$ cat src/sv/msde_pkg.sv
// ----------------------------------------------------------------------------
// msde_pkg
// Shared types, constants and header decode tables for the duration estimator.
// ----------------------------------------------------------------------------
package msde_pkg;

	localparam int NUM_W = 44;
	localparam int DEN_W = 20;
	localparam int DUR_W = 30;
	localparam int JOB_DEPTH = 2;

	localparam logic [31:0] SYNC_MASK = 32'hffe00000;
	localparam logic [31:0] TAG_XING = 32'h58696e67;
	localparam logic [31:0] TAG_INFO = 32'h496e666f;
	localparam logic [23:0] ID3_MAGIC = 24'h494433;
	localparam logic [1:0] VER_MPEG1 = 2'd3;
	localparam logic [1:0] VER_MPEG2 = 2'd2;
	localparam logic [1:0] VER_MPEG25 = 2'd0;
	localparam logic [1:0] LAYER_III = 2'd1;
	localparam logic [1:0] CH_MONO = 2'd3;
	localparam logic [10:0] SPF_LONG = 11'd1152;
	localparam logic [10:0] SPF_SHORT = 11'd576;
	localparam logic [9:0] RATE_SCALE = 10'd1000;
	localparam logic [8:0] RATE_HALF = 9'd500;
	localparam int MIN_BYTES = 128;

	typedef enum logic [2:0] {
		PH_HEAD,
		PH_ID3,
		PH_SEARCH,
		PH_TAG,
		PH_DONE
	} phase_t;

	typedef enum logic [1:0] {
		JM_ZERO,
		JM_XING,
		JM_RATE
	} job_mode_t;

	typedef enum logic [1:0] {
		BK_IDLE,
		BK_LOAD,
		BK_DIV,
		BK_OUT
	} back_state_t;

	typedef struct packed {
		job_mode_t mode;
		logic found;
		logic [31:0] count;
		logic long_frames;
		logic [15:0] srate;
		logic [31:0] bytes;
		logic [8:0] bitrate;
	} job_t;

	typedef struct packed {
		logic [DUR_W-1:0] duration;
		logic found;
		logic xing;
	} result_t;

	function automatic logic [8:0] header_kbps(input logic [1:0] ver, input logic [1:0] layer,
			input logic [3:0] idx);
		logic [8:0] v;
		v = 9'd0;
		if (layer == LAYER_III) begin
			if (ver == VER_MPEG1) begin
				unique case (idx)
					4'd1: v = 9'd32;
					4'd2: v = 9'd40;
					4'd3: v = 9'd48;
					4'd4: v = 9'd56;
					4'd5: v = 9'd64;
					4'd6: v = 9'd80;
					4'd7: v = 9'd96;
					4'd8: v = 9'd112;
					4'd9: v = 9'd128;
					4'd10: v = 9'd160;
					4'd11: v = 9'd192;
					4'd12: v = 9'd224;
					4'd13: v = 9'd256;
					4'd14: v = 9'd320;
					default: v = 9'd0;
				endcase
			end else begin
				unique case (idx)
					4'd1: v = 9'd8;
					4'd2: v = 9'd16;
					4'd3: v = 9'd24;
					4'd4: v = 9'd32;
					4'd5: v = 9'd40;
					4'd6: v = 9'd48;
					4'd7: v = 9'd56;
					4'd8: v = 9'd64;
					4'd9: v = 9'd80;
					4'd10: v = 9'd96;
					4'd11: v = 9'd112;
					4'd12: v = 9'd128;
					4'd13: v = 9'd144;
					4'd14: v = 9'd160;
					default: v = 9'd0;
				endcase
			end
		end
		return v;
	endfunction

	function automatic logic [15:0] header_rate(input logic [1:0] ver, input logic [1:0] sidx);
		logic [15:0] v;
		v = 16'd0;
		unique case (ver)
			VER_MPEG1: begin
				unique case (sidx)
					2'd0: v = 16'd44100;
					2'd1: v = 16'd48000;
					2'd2: v = 16'd32000;
					default: v = 16'd0;
				endcase
			end
			VER_MPEG2: begin
				unique case (sidx)
					2'd0: v = 16'd22050;
					2'd1: v = 16'd24000;
					2'd2: v = 16'd16000;
					default: v = 16'd0;
				endcase
			end
			VER_MPEG25: begin
				unique case (sidx)
					2'd0: v = 16'd11025;
					2'd1: v = 16'd12000;
					2'd2: v = 16'd8000;
					default: v = 16'd0;
				endcase
			end
			default: v = 16'd0;
		endcase
		return v;
	endfunction

endpackage

$ cat src/sv/msde_front.sv
// ----------------------------------------------------------------------------
// msde_front
// Byte scanner: ID3 skip, frame header search and Xing/Info tag parse.
// ----------------------------------------------------------------------------
module msde_front import msde_pkg::*; #(
	parameter int SEARCH_WINDOW = 65536,
	parameter int POSITION_BITS = 32
) (
	input  logic        clk,
	input  logic        arst_n,
	input  logic        accept,
	input  logic [7:0]  data_byte,
	input  logic        last_byte,
	input  logic [31:0] file_length,
	output logic        job_valid,
	output job_t        job
);

	localparam int W = ((POSITION_BITS > 32) ? POSITION_BITS : 32) + 2;
	localparam logic [POSITION_BITS-1:0] POS_MAX = {POSITION_BITS{1'b1}};

	logic [POSITION_BITS-1:0] pos_q, pos_d;
	logic [31:0] recent_q, recent_d;
	logic [W-1:0] start_q, start_d;
	phase_t phase_q, phase_d;
	logic [POSITION_BITS-1:0] fpos_q, fpos_d;
	logic [8:0] br_q, br_d;
	logic [15:0] sr_q, sr_d;
	logic [W-1:0] tpos_q, tpos_d;
	logic long_q, long_d;
	logic [31:0] flags_q, flags_d;
	logic [31:0] count_q, count_d;
	logic seen_q, seen_d;

	logic [W-1:0] p_w, fl_w, off_w, rel_w, fpos_w;
	logic in_file;
	logic [8:0] h_br;
	logic [15:0] h_sr;
	logic [15:0] half_up;
	logic [17:0] small_prod;
	logic [10:0] spf;

	always_comb begin
		p_w = W'(pos_q);
		fl_w = W'(file_length);
		off_w = p_w - W'(3);
		rel_w = p_w - tpos_q;
		in_file = (p_w < fl_w) && (pos_q != POS_MAX);
		recent_d = {recent_q[23:0], data_byte};
		h_br = header_kbps(recent_d[20:19], recent_d[18:17], recent_d[15:12]);
		h_sr = header_rate(recent_d[20:19], recent_d[11:10]);
		spf = long_q ? SPF_LONG : SPF_SHORT;
		half_up = sr_q - (sr_q >> 1);
		small_prod = 18'(recent_d[6:0]) * 18'(spf);
	end

	always_comb begin
		pos_d = (pos_q != POS_MAX) ? pos_q + 1'b1 : pos_q;
		start_d = start_q;
		phase_d = phase_q;
		fpos_d = fpos_q;
		br_d = br_q;
		sr_d = sr_q;
		tpos_d = tpos_q;
		long_d = long_q;
		flags_d = flags_q;
		count_d = count_q;
		seen_d = seen_q;
		unique case (phase_q)
			PH_HEAD: begin
				if (p_w == W'(2)) begin
					if (recent_d[23:0] == ID3_MAGIC && file_length >= 32'd10) begin
						phase_d = PH_ID3;
					end else begin
						start_d = '0;
						phase_d = PH_SEARCH;
					end
				end
			end
			PH_ID3: begin
				if (p_w == W'(9)) begin
					start_d = W'({recent_d[30:24], recent_d[22:16], recent_d[14:8],
						recent_d[6:0]}) + W'(10);
					phase_d = PH_SEARCH;
				end
			end
			PH_SEARCH: begin
				if (p_w >= W'(3) && in_file && (p_w + W'(1)) < fl_w && off_w >= start_q
						&& off_w < start_q + W'(SEARCH_WINDOW)
						&& (recent_d & SYNC_MASK) == SYNC_MASK && h_br != 9'd0
						&& h_sr != 16'd0) begin
					fpos_d = off_w[POSITION_BITS-1:0];
					br_d = h_br;
					sr_d = h_sr;
					long_d = (recent_d[20:19] == VER_MPEG1);
					if (recent_d[20:19] == VER_MPEG1)
						tpos_d = off_w + ((recent_d[7:6] == CH_MONO) ? W'(21) : W'(36));
					else
						tpos_d = off_w + ((recent_d[7:6] == CH_MONO) ? W'(13) : W'(21));
					phase_d = PH_TAG;
				end
			end
			PH_TAG: begin
				if (p_w >= tpos_q) begin
					if (!in_file) begin
						phase_d = PH_DONE;
					end else if (rel_w == W'(3)) begin
						if (recent_d != TAG_XING && recent_d != TAG_INFO) phase_d = PH_DONE;
					end else if (rel_w == W'(7)) begin
						flags_d = recent_d;
						if (!recent_d[0]) phase_d = PH_DONE;
					end else if (rel_w == W'(11)) begin
						count_d = recent_d;
						if (recent_d != 32'd0 && sr_q != 16'd0)
							seen_d = (recent_d >= 32'd84) || (small_prod >= 18'(half_up));
						phase_d = PH_DONE;
					end
				end
			end
			default: begin
			end
		endcase
	end

	always_comb begin
		fpos_w = W'(fpos_d);
		job.found = (phase_d == PH_TAG) || (phase_d == PH_DONE);
		job.count = count_d;
		job.long_frames = long_d;
		job.srate = sr_d;
		job.bitrate = br_d;
		job.bytes = 32'(fl_w - fpos_w);
		if (!job.found)
			job.mode = JM_ZERO;
		else if (seen_d)
			job.mode = JM_XING;
		else if (fl_w > fpos_w && (fl_w - fpos_w) > W'(MIN_BYTES))
			job.mode = JM_RATE;
		else
			job.mode = JM_ZERO;
		job_valid = accept && last_byte;
	end

	always_ff @(posedge clk or negedge arst_n) begin
		if (!arst_n) begin
			pos_q <= '0;
			recent_q <= '0;
			start_q <= '0;
			phase_q <= PH_HEAD;
			fpos_q <= '0;
			br_q <= '0;
			sr_q <= '0;
			tpos_q <= '0;
			long_q <= 1'b0;
			flags_q <= '0;
			count_q <= '0;
			seen_q <= 1'b0;
		end else if (accept) begin
			if (last_byte) begin
				pos_q <= '0;
				recent_q <= '0;
				start_q <= '0;
				phase_q <= PH_HEAD;
				fpos_q <= '0;
				br_q <= '0;
				sr_q <= '0;
				tpos_q <= '0;
				long_q <= 1'b0;
				flags_q <= '0;
				count_q <= '0;
				seen_q <= 1'b0;
			end else begin
				pos_q <= pos_d;
				recent_q <= recent_d;
				start_q <= start_d;
				phase_q <= phase_d;
				fpos_q <= fpos_d;
				br_q <= br_d;
				sr_q <= sr_d;
				tpos_q <= tpos_d;
				long_q <= long_d;
				flags_q <= flags_d;
				count_q <= count_d;
				seen_q <= seen_d;
			end
		end
	end

endmodule

$ cat src/sv/msde_queue.sv
// ----------------------------------------------------------------------------
// msde_queue
// Short job queue between the byte scanner and the divider.
// ----------------------------------------------------------------------------
module msde_queue import msde_pkg::*; (
	input  logic clk,
	input  logic arst_n,
	input  logic wr_en,
	input  job_t wr_job,
	output logic full,
	input  logic rd_en,
	output logic rd_valid,
	output job_t rd_job
);

	localparam int PTR_W = $clog2(JOB_DEPTH);

	job_t mem_q [JOB_DEPTH];
	logic [PTR_W-1:0] wptr_q, rptr_q;
	logic [PTR_W:0] cnt_q;

	assign full = (cnt_q == (PTR_W+1)'(JOB_DEPTH));
	assign rd_valid = (cnt_q != '0);
	assign rd_job = mem_q[rptr_q];

	always_ff @(posedge clk) begin
		if (wr_en && !full) mem_q[wptr_q] <= wr_job;
	end

	always_ff @(posedge clk or negedge arst_n) begin
		if (!arst_n) begin
			wptr_q <= '0;
			rptr_q <= '0;
			cnt_q <= '0;
		end else begin
			if (wr_en && !full) wptr_q <= wptr_q + 1'b1;
			if (rd_en && rd_valid) rptr_q <= rptr_q + 1'b1;
			cnt_q <= cnt_q + (PTR_W+1)'(wr_en && !full) - (PTR_W+1)'(rd_en && rd_valid);
		end
	end

endmodule

$ cat src/sv/msde_back.sv
// ----------------------------------------------------------------------------
// msde_back
// Rounded duration divide, one quotient bit per cycle, into the result register.
// ----------------------------------------------------------------------------
module msde_back import msde_pkg::*; (
	input  logic    clk,
	input  logic    arst_n,
	input  logic    job_valid,
	input  job_t    job,
	output logic    job_take,
	output logic    res_valid,
	output result_t res,
	input  logic    res_take
);

	localparam int CNT_W = $clog2(NUM_W + 1);

	back_state_t state_q, state_d;
	job_t job_q;
	logic [NUM_W-1:0] num_q;
	logic [DEN_W-1:0] den_q;
	logic [DEN_W:0] rem_q;
	logic [CNT_W-1:0] cnt_q;
	logic [DEN_W:0] rem_sh;
	logic out_valid_q;
	result_t out_q;

	assign rem_sh = {rem_q[DEN_W-1:0], num_q[NUM_W-1]};

	always_comb begin
		state_d = state_q;
		unique case (state_q)
			BK_IDLE: if (job_valid) state_d = BK_LOAD;
			BK_LOAD: state_d = (job_q.mode == JM_ZERO) ? BK_OUT : BK_DIV;
			BK_DIV: if (cnt_q == CNT_W'(NUM_W - 1)) state_d = BK_OUT;
			BK_OUT: if (!out_valid_q || res_take) state_d = BK_IDLE;
			default: state_d = BK_IDLE;
		endcase
	end

	always_comb begin
		job_take = (state_q == BK_IDLE) && job_valid;
		res_valid = out_valid_q;
		res = out_q;
	end

	always_ff @(posedge clk) begin
		if (job_take) job_q <= job;
		unique case (state_q)
			BK_LOAD: begin
				rem_q <= '0;
				if (job_q.mode == JM_XING) begin
					num_q <= NUM_W'(job_q.count) * NUM_W'(job_q.long_frames ? SPF_LONG
						: SPF_SHORT) + NUM_W'(job_q.srate >> 1);
					den_q <= DEN_W'(job_q.srate);
				end else begin
					num_q <= (NUM_W'(job_q.bytes) << 3) + NUM_W'(job_q.bitrate) * NUM_W'(RATE_HALF);
					den_q <= DEN_W'(job_q.bitrate) * DEN_W'(RATE_SCALE);
				end
			end
			BK_DIV: begin
				if (rem_sh >= {1'b0, den_q}) begin
					rem_q <= rem_sh - {1'b0, den_q};
					num_q <= {num_q[NUM_W-2:0], 1'b1};
				end else begin
					rem_q <= rem_sh;
					num_q <= {num_q[NUM_W-2:0], 1'b0};
				end
			end
			default: begin
			end
		endcase
		if (state_q == BK_OUT && (!out_valid_q || res_take)) begin
			out_q.found <= job_q.found;
			out_q.xing <= (job_q.mode == JM_XING);
			out_q.duration <= (job_q.mode == JM_ZERO) ? '0 : num_q[DUR_W-1:0];
		end
	end

	always_ff @(posedge clk or negedge arst_n) begin
		if (!arst_n) begin
			state_q <= BK_IDLE;
			cnt_q <= '0;
			out_valid_q <= 1'b0;
		end else begin
			state_q <= state_d;
			cnt_q <= (state_q == BK_DIV) ? cnt_q + 1'b1 : '0;
			if (state_q == BK_OUT && (!out_valid_q || res_take))
				out_valid_q <= 1'b1;
			else if (res_take)
				out_valid_q <= 1'b0;
		end
	end

endmodule

$ cat src/sv/mp3_stream_duration_estimator.sv
// ----------------------------------------------------------------------------
// mp3_stream_duration_estimator
// MP3 duration estimate from the file byte stream: scanner, job queue, divider.
// ----------------------------------------------------------------------------
// Bytes are taken one per cycle while full is low. With the divider and the
// result register free, the result for a file passes from the job queue
// through the job register, the load state and the bit-serial 44-bit divider
// into the result register; a file for which no frame or estimate applies
// skips the divide. Two finished files can wait in the job queue, so the
// scanner keeps accepting bytes while the divider and the result register
// drain; full rises only if both queue slots hold files not yet started.
module mp3_stream_duration_estimator import msde_pkg::*; #(
	parameter int SEARCH_WINDOW = 65536,
	parameter int POSITION_BITS = 32
) (
	input  logic              clk,
	input  logic              arst_n,
	input  logic              push,
	output logic              full,
	input  logic [7:0]        data_byte,
	input  logic              last_byte,
	output logic              empty,
	input  logic              pop,
	output logic [DUR_W-1:0]  play_secs,
	output logic              frame_found,
	output logic              from_xing,
	input  logic              cfg_we,
	input  logic [31:0]       cfg_wdata
);

	logic [31:0] file_length_q;
	logic accept;
	logic fj_valid, bk_take, q_valid, res_valid;
	job_t fj, qj;
	result_t res;

	assign accept = push && !full;

	always_ff @(posedge clk or negedge arst_n) begin
		if (!arst_n) file_length_q <= '0;
		else if (cfg_we) file_length_q <= cfg_wdata;
	end

	msde_front #(.SEARCH_WINDOW(SEARCH_WINDOW), .POSITION_BITS(POSITION_BITS)) u_front (
		.clk(clk), .arst_n(arst_n), .accept(accept), .data_byte(data_byte),
		.last_byte(last_byte), .file_length(file_length_q), .job_valid(fj_valid), .job(fj)
	);

	msde_queue u_queue (
		.clk(clk), .arst_n(arst_n), .wr_en(fj_valid), .wr_job(fj), .full(full),
		.rd_en(bk_take), .rd_valid(q_valid), .rd_job(qj)
	);

	msde_back u_back (
		.clk(clk), .arst_n(arst_n), .job_valid(q_valid), .job(qj), .job_take(bk_take),
		.res_valid(res_valid), .res(res), .res_take(pop && res_valid)
	);

	assign empty = !res_valid;
	assign play_secs = res.duration;
	assign frame_found = res.found;
	assign from_xing = res.xing;

endmodule

$ cat config.mk
export PLATFORM = sky130hd
export DESIGN_NAME = mp3_stream_duration_estimator
export DESIGN_NICKNAME = d
export VERILOG_FILES = /design/src/sv/msde_pkg.sv /design/src/sv/msde_front.sv /design/src/sv/msde_queue.sv /design/src/sv/msde_back.sv /design/src/sv/mp3_stream_duration_estimator.sv
export SDC_FILE = /design/constraint.sdc
export NUM_CORES = 2
export LEC_CHECK = 0
export ABC_CLOCK_PERIOD_IN_PS = 12000
export BUFFER_PORTS_ARGS = -buffer_cell sky130_fd_sc_hd__buf_2
export CAP_MARGIN = 30
export CORE_MARGIN = 4
export CORE_UTILIZATION = 60
export DETAILED_ROUTE_END_ITERATION = 12
export HOLD_SLACK_MARGIN = 0.1
export PLACE_DENSITY_LB_ADDON = 0.2
export SLEW_MARGIN = 20
export SYNTH_ARGS = -nofsm -noshare
export SYNTH_HDL_FRONTEND = slang
export SYNTH_SLANG_ARGS = --single-unit
export TNS_END_PERCENT = 5
$ cat constraint.sdc
create_clock -name clk -period 12 [get_ports clk]
set_clock_uncertainty 0.15 [all_clocks]
set_input_delay 0.6 -clock clk [delete_from_list [all_inputs] [get_ports clk]]
set_output_delay 0.6 -clock clk [all_outputs]
set_load 0.005 [all_outputs]
==> results.txt <==
Initial Util: 0.609
clock latency on the worst-skew pair: 0.63 ns
Area Overhead vs Synth: 9.26%
Simple-Gate Fraction of Synth Area: 0.144
Critical Path Most Common Cell: a211oi_1
wire per inst: 21.6 um
worst setup path end: u_queue.mem_q[0][92]$_DFFE_PP_
outcome: finished clean
main combinational cell family by area after synthesis: adder cells
TritonCTS clock tree: done
Die X: 284 um
YS warnings: 0
CTS H-tree depth: 3
Fin Setup TNS: 0 ns
layout cells sized above 1: 0.101
CTS resizes: 0
row count: 100
Max Root-Sink Buffers: 3
Tot GR Track Use: 0.295
post-synthesis mux area share: 0.0463
Critical R2R Launch: u_front.pos_q[5]$_DFFE_PN0P_
R2R cell count: 30
initial antenna violation count: 2
Num CTS Buffers: 72
Final Cell Area: 49800 um2
Die Area: 80500 um2
Sink Count: 652
Worst Setup Start Kind: flop
register area share after synthesis: 0.401
XOR/XNOR Fraction of Synth Area: 0.0478
Routed WL: 121 mm
pin count of the biggest net entering global routing: 98
DRC: 0
fin worst setup slack: 2.36 ns
Layout Nets: 5177
r2r setup slk: 2.36 ns
vias: 34800
routability-driven placement congestion ratio: 0.989
synthesized area: 45600 um2
min cycle time layout: 9.64 ns
I/O pins: 80
worst path arrival time: 9.85 ns
clk slew on worst S/H paths: 0.07 ns
Setup CP Type: reg -> reg
Vert. Die Dim: 284 um
Primary FF master, synth: edfxtp_1
fmax: 104 MHz
first-pass GRT wire length: 189 mm
core area: 74800 um2
Critical path origin: u_front.pos_q[5]$_DFFE_PN0P_
Slew Viols, Final: 0
vias in the first global route: 33400
Remaining Overflow, GRT: 0
Fin. Hold Viols: 0
CP Data Required Time: 12.21 ns
CTS root buffer: clkbuf_16
number of synthesized flops with an enable pin: 394
Placed Area: 47000 um2
number of distinct library cells after synthesis: 96
crit path capture type: flop
Via density: 6.20
Post-Syn Instances: 4490
Crit-path slowest cell: or4_1
Async S/R FF share, synth: 0.396
RSZ-0062 raised after global routing: no
Final setup violation count: 0
Worst Hold Class: in -> reg
max cap viols: 0
Synth Area in Compound Gates: 0.150
Place WS: 2.49 ns
count of buffers from port buffering: 79
slew at the pin closest to its max-slew limit: 0.994 ns
fin crit share: 0.804
HPWL after detailed placement: 91.4 mm
ANT nets after route: 0
Reg-to-Reg End: u_queue.mem_q[0][92]$_DFFE_PP_
Seq cells post-synth: 652
Synth Area per Inst: 10.2 um2
Rel. slew slack: 0.331
Initial DRC Count: 3172
TritonRoute pass-1 iters: 7
adder-cell area share of the yosys netlist: 0.166
CP max FO: 22
delay of the slowest critical-path stage: 0.71 ns
[cell families (layout without fill, tap and decap cells)]
kind of cell | after synthesis | count (layout)
AND/OR/NAND/NOR | 1324 | 1324
adder cells (fa/ha/maj) | 544 | 544
multiplexers | 192 | 192
flip-flops | 652 | 652
buffers and inverters | 515 | 600
AO/OA/AOI/OAI | 1013 | 1013
other | 2 | 73
XOR/XNOR | 248 | 248
[critical path, delay by kind of cell, from the launching register on]
| family | cells | cell delay, ns |
|---|---|---|
| compound gates | 13 | 3.46 |
| xor+xnor | 1 | 0.40 |
| fa+ha+maj | 2 | 0.71 |
| buf+inv | 1 | 0.20 |
| flops | 1 | 0.54 |
| simple gates | 13 | 3.89 |
[per-layer routing]
| layer | wire length [um] | track usage |
|---|---|---|
| met1 | 51700 | 0.406 |
| met3 | 7750 | 0.0394 |
| met5 | 0 | 0 |
| met2 | 55600 | 0.472 |
| met4 | 6060 | 0.130 |
[Yosys cell counts, types with 17 or more instances]
cell type	n	area share
a21oi_1	197	0.022
nor4_1	42	0.0058
or3_1	44	0.0060
o311ai_2	31	0.011
a21o_1	92	0.015
inv_1	312	0.026
o21ai_0	304	0.033
mux2i_1	50	0.011
nand4_1	70	0.0096
or2_2	18	0.0025
nand3_1	83	0.0091
mux2_2	141	0.035
buf_2	19	0.0021
o31ai_1	72	0.012
nand3b_1	42	0.0069
nor2b_1	61	0.0084
o21a_1	43	0.0071
fa_1	104	0.046
nand2_1	493	0.041
and3_1	33	0.0045
xor2_1	77	0.015
a31oi_1	21	0.0029
a211oi_1	35	0.0058
nand2b_1	35	0.0048
nor2_1	214	0.018
clkbuf_1	152	0.013
edfxtp_1	394	0.26
a22o_1	35	0.0067
ha_1	440	0.12
and2_1	43	0.0059
o21bai_1	19	0.0031
dfrtp_1	258	0.14
xnor2_1	170	0.033
nor3_1	73	0.0080
o211ai_1	17	0.0028
[placed cells by master (no fill, tap or decap), types with 19 or more instances in the layout]
cell / synthesis / layout
ha_1: 440 / 438
nor2b_1: 61 / 59
nand2_1: 493 / 493
conb_1: 2 / 72
a21oi_1: 197 / 197
nor4_1: 42 / 42
nand3_1: 83 / 83
o21ai_0: 304 / 302
o21a_1: 43 / 43
or3_1: 44 / 44
o31ai_1: 72 / 72
o311ai_2: 31 / 31
buf_4: 7 / 39
fa_1: 104 / 104
and2_1: 43 / 43
clkbuf_16: 0 / 72
dfrtp_1: 258 / 257
and3_1: 33 / 32
nand4_1: 70 / 70
o21bai_1: 19 / 19
buf_2: 19 / 78
a31oi_1: 21 / 20
mux2i_1: 50 / 50
xnor2_1: 170 / 170
edfxtp_1: 394 / 394
or2_2: 18 / 19
a21o_1: 92 / 92
xor2_1: 77 / 77
nor2_1: 214 / 211
dlygate4sd3_1: 0 / 29
nor3_1: 73 / 73
nand2b_1: 35 / 34
nand3b_1: 42 / 42
a211oi_1: 35 / 35
a22o_1: 35 / 35
mux2_2: 141 / 141
inv_1: 312 / 312
[worst min path at each step]
stage               depth (start not counted)                       start                       endpoint  slack, ns
finish                                      3               cfg_wdata[23]  file_length_q[23]$_DFFE_PN0P_       0.15
global route                                3               cfg_wdata[22]  file_length_q[22]$_DFFE_PN0P_       0.13
CTS                                         3               cfg_wdata[21]  file_length_q[21]$_DFFE_PN0P_       0.12
detailed placement                          0  u_back.job_q[90]$_DFFE_PP_        u_back.res[1]$_DFFE_PP_       0.27
global placement                            0  u_back.job_q[90]$_DFFE_PP_        u_back.res[1]$_DFFE_PP_       0.27
floorplan                                   0                      arst_n   file_length_q[0]$_DFFE_PN0P_       0.15
[sequential cells by signal, indices dropped and copies added, names as in the netlist, 2 cells and up]
register and cells:
u_back.state_q 2, u_front.pos_q 32, u_queue.cnt_q 2, u_front.sr_q 16, u_back.num_q 44, u_back.rem_q 20, u_front.phase_q 3, u_back.den_q 19
u_back.res 32, u_front.count_q 32, u_front.fpos_q 32, file_length_q 32, u_front.start_q 29, u_back.cnt_q 6, u_front.tpos_q 34, u_front.recent_q 24
u_back.job_q 93, u_queue.mem_q 186, u_front.br_q 9
[metrics by stage]
step | utilization | hold WS [ns] | cells
floorplan | - | 0.154 | 4560
global placement | 0.628 | 0.271 | 5447
detailed placement | 0.629 | 0.275 | 5448
CTS | 0.665 | 0.120 | 5609
global route | 0.666 | 0.127 | 5614
finish | 0.666 | 0.150 | 5615
[area by class of cell]
cell class                      instances  area [um2]
Timing Repair Buffer                  151        1070
Multi-Input combinational cell       3393       25600
Inverter                              317        1190
Fill cell                            5853       25000
Antenna cell                            1        2.50
Clock inverter                         30         365
Tap cell                              969        1210
Sequential cell                       652       18300
Clock buffer                          102        2040
[repair_timing]
action,CTS,global route
hold buffers,29,0
endpoints found under the hold margin,106,0
setup buffers,0,0
Power is not shown: default switching activity piles up to over one toggle a cycle in this logic, so the estimate is an artifact.
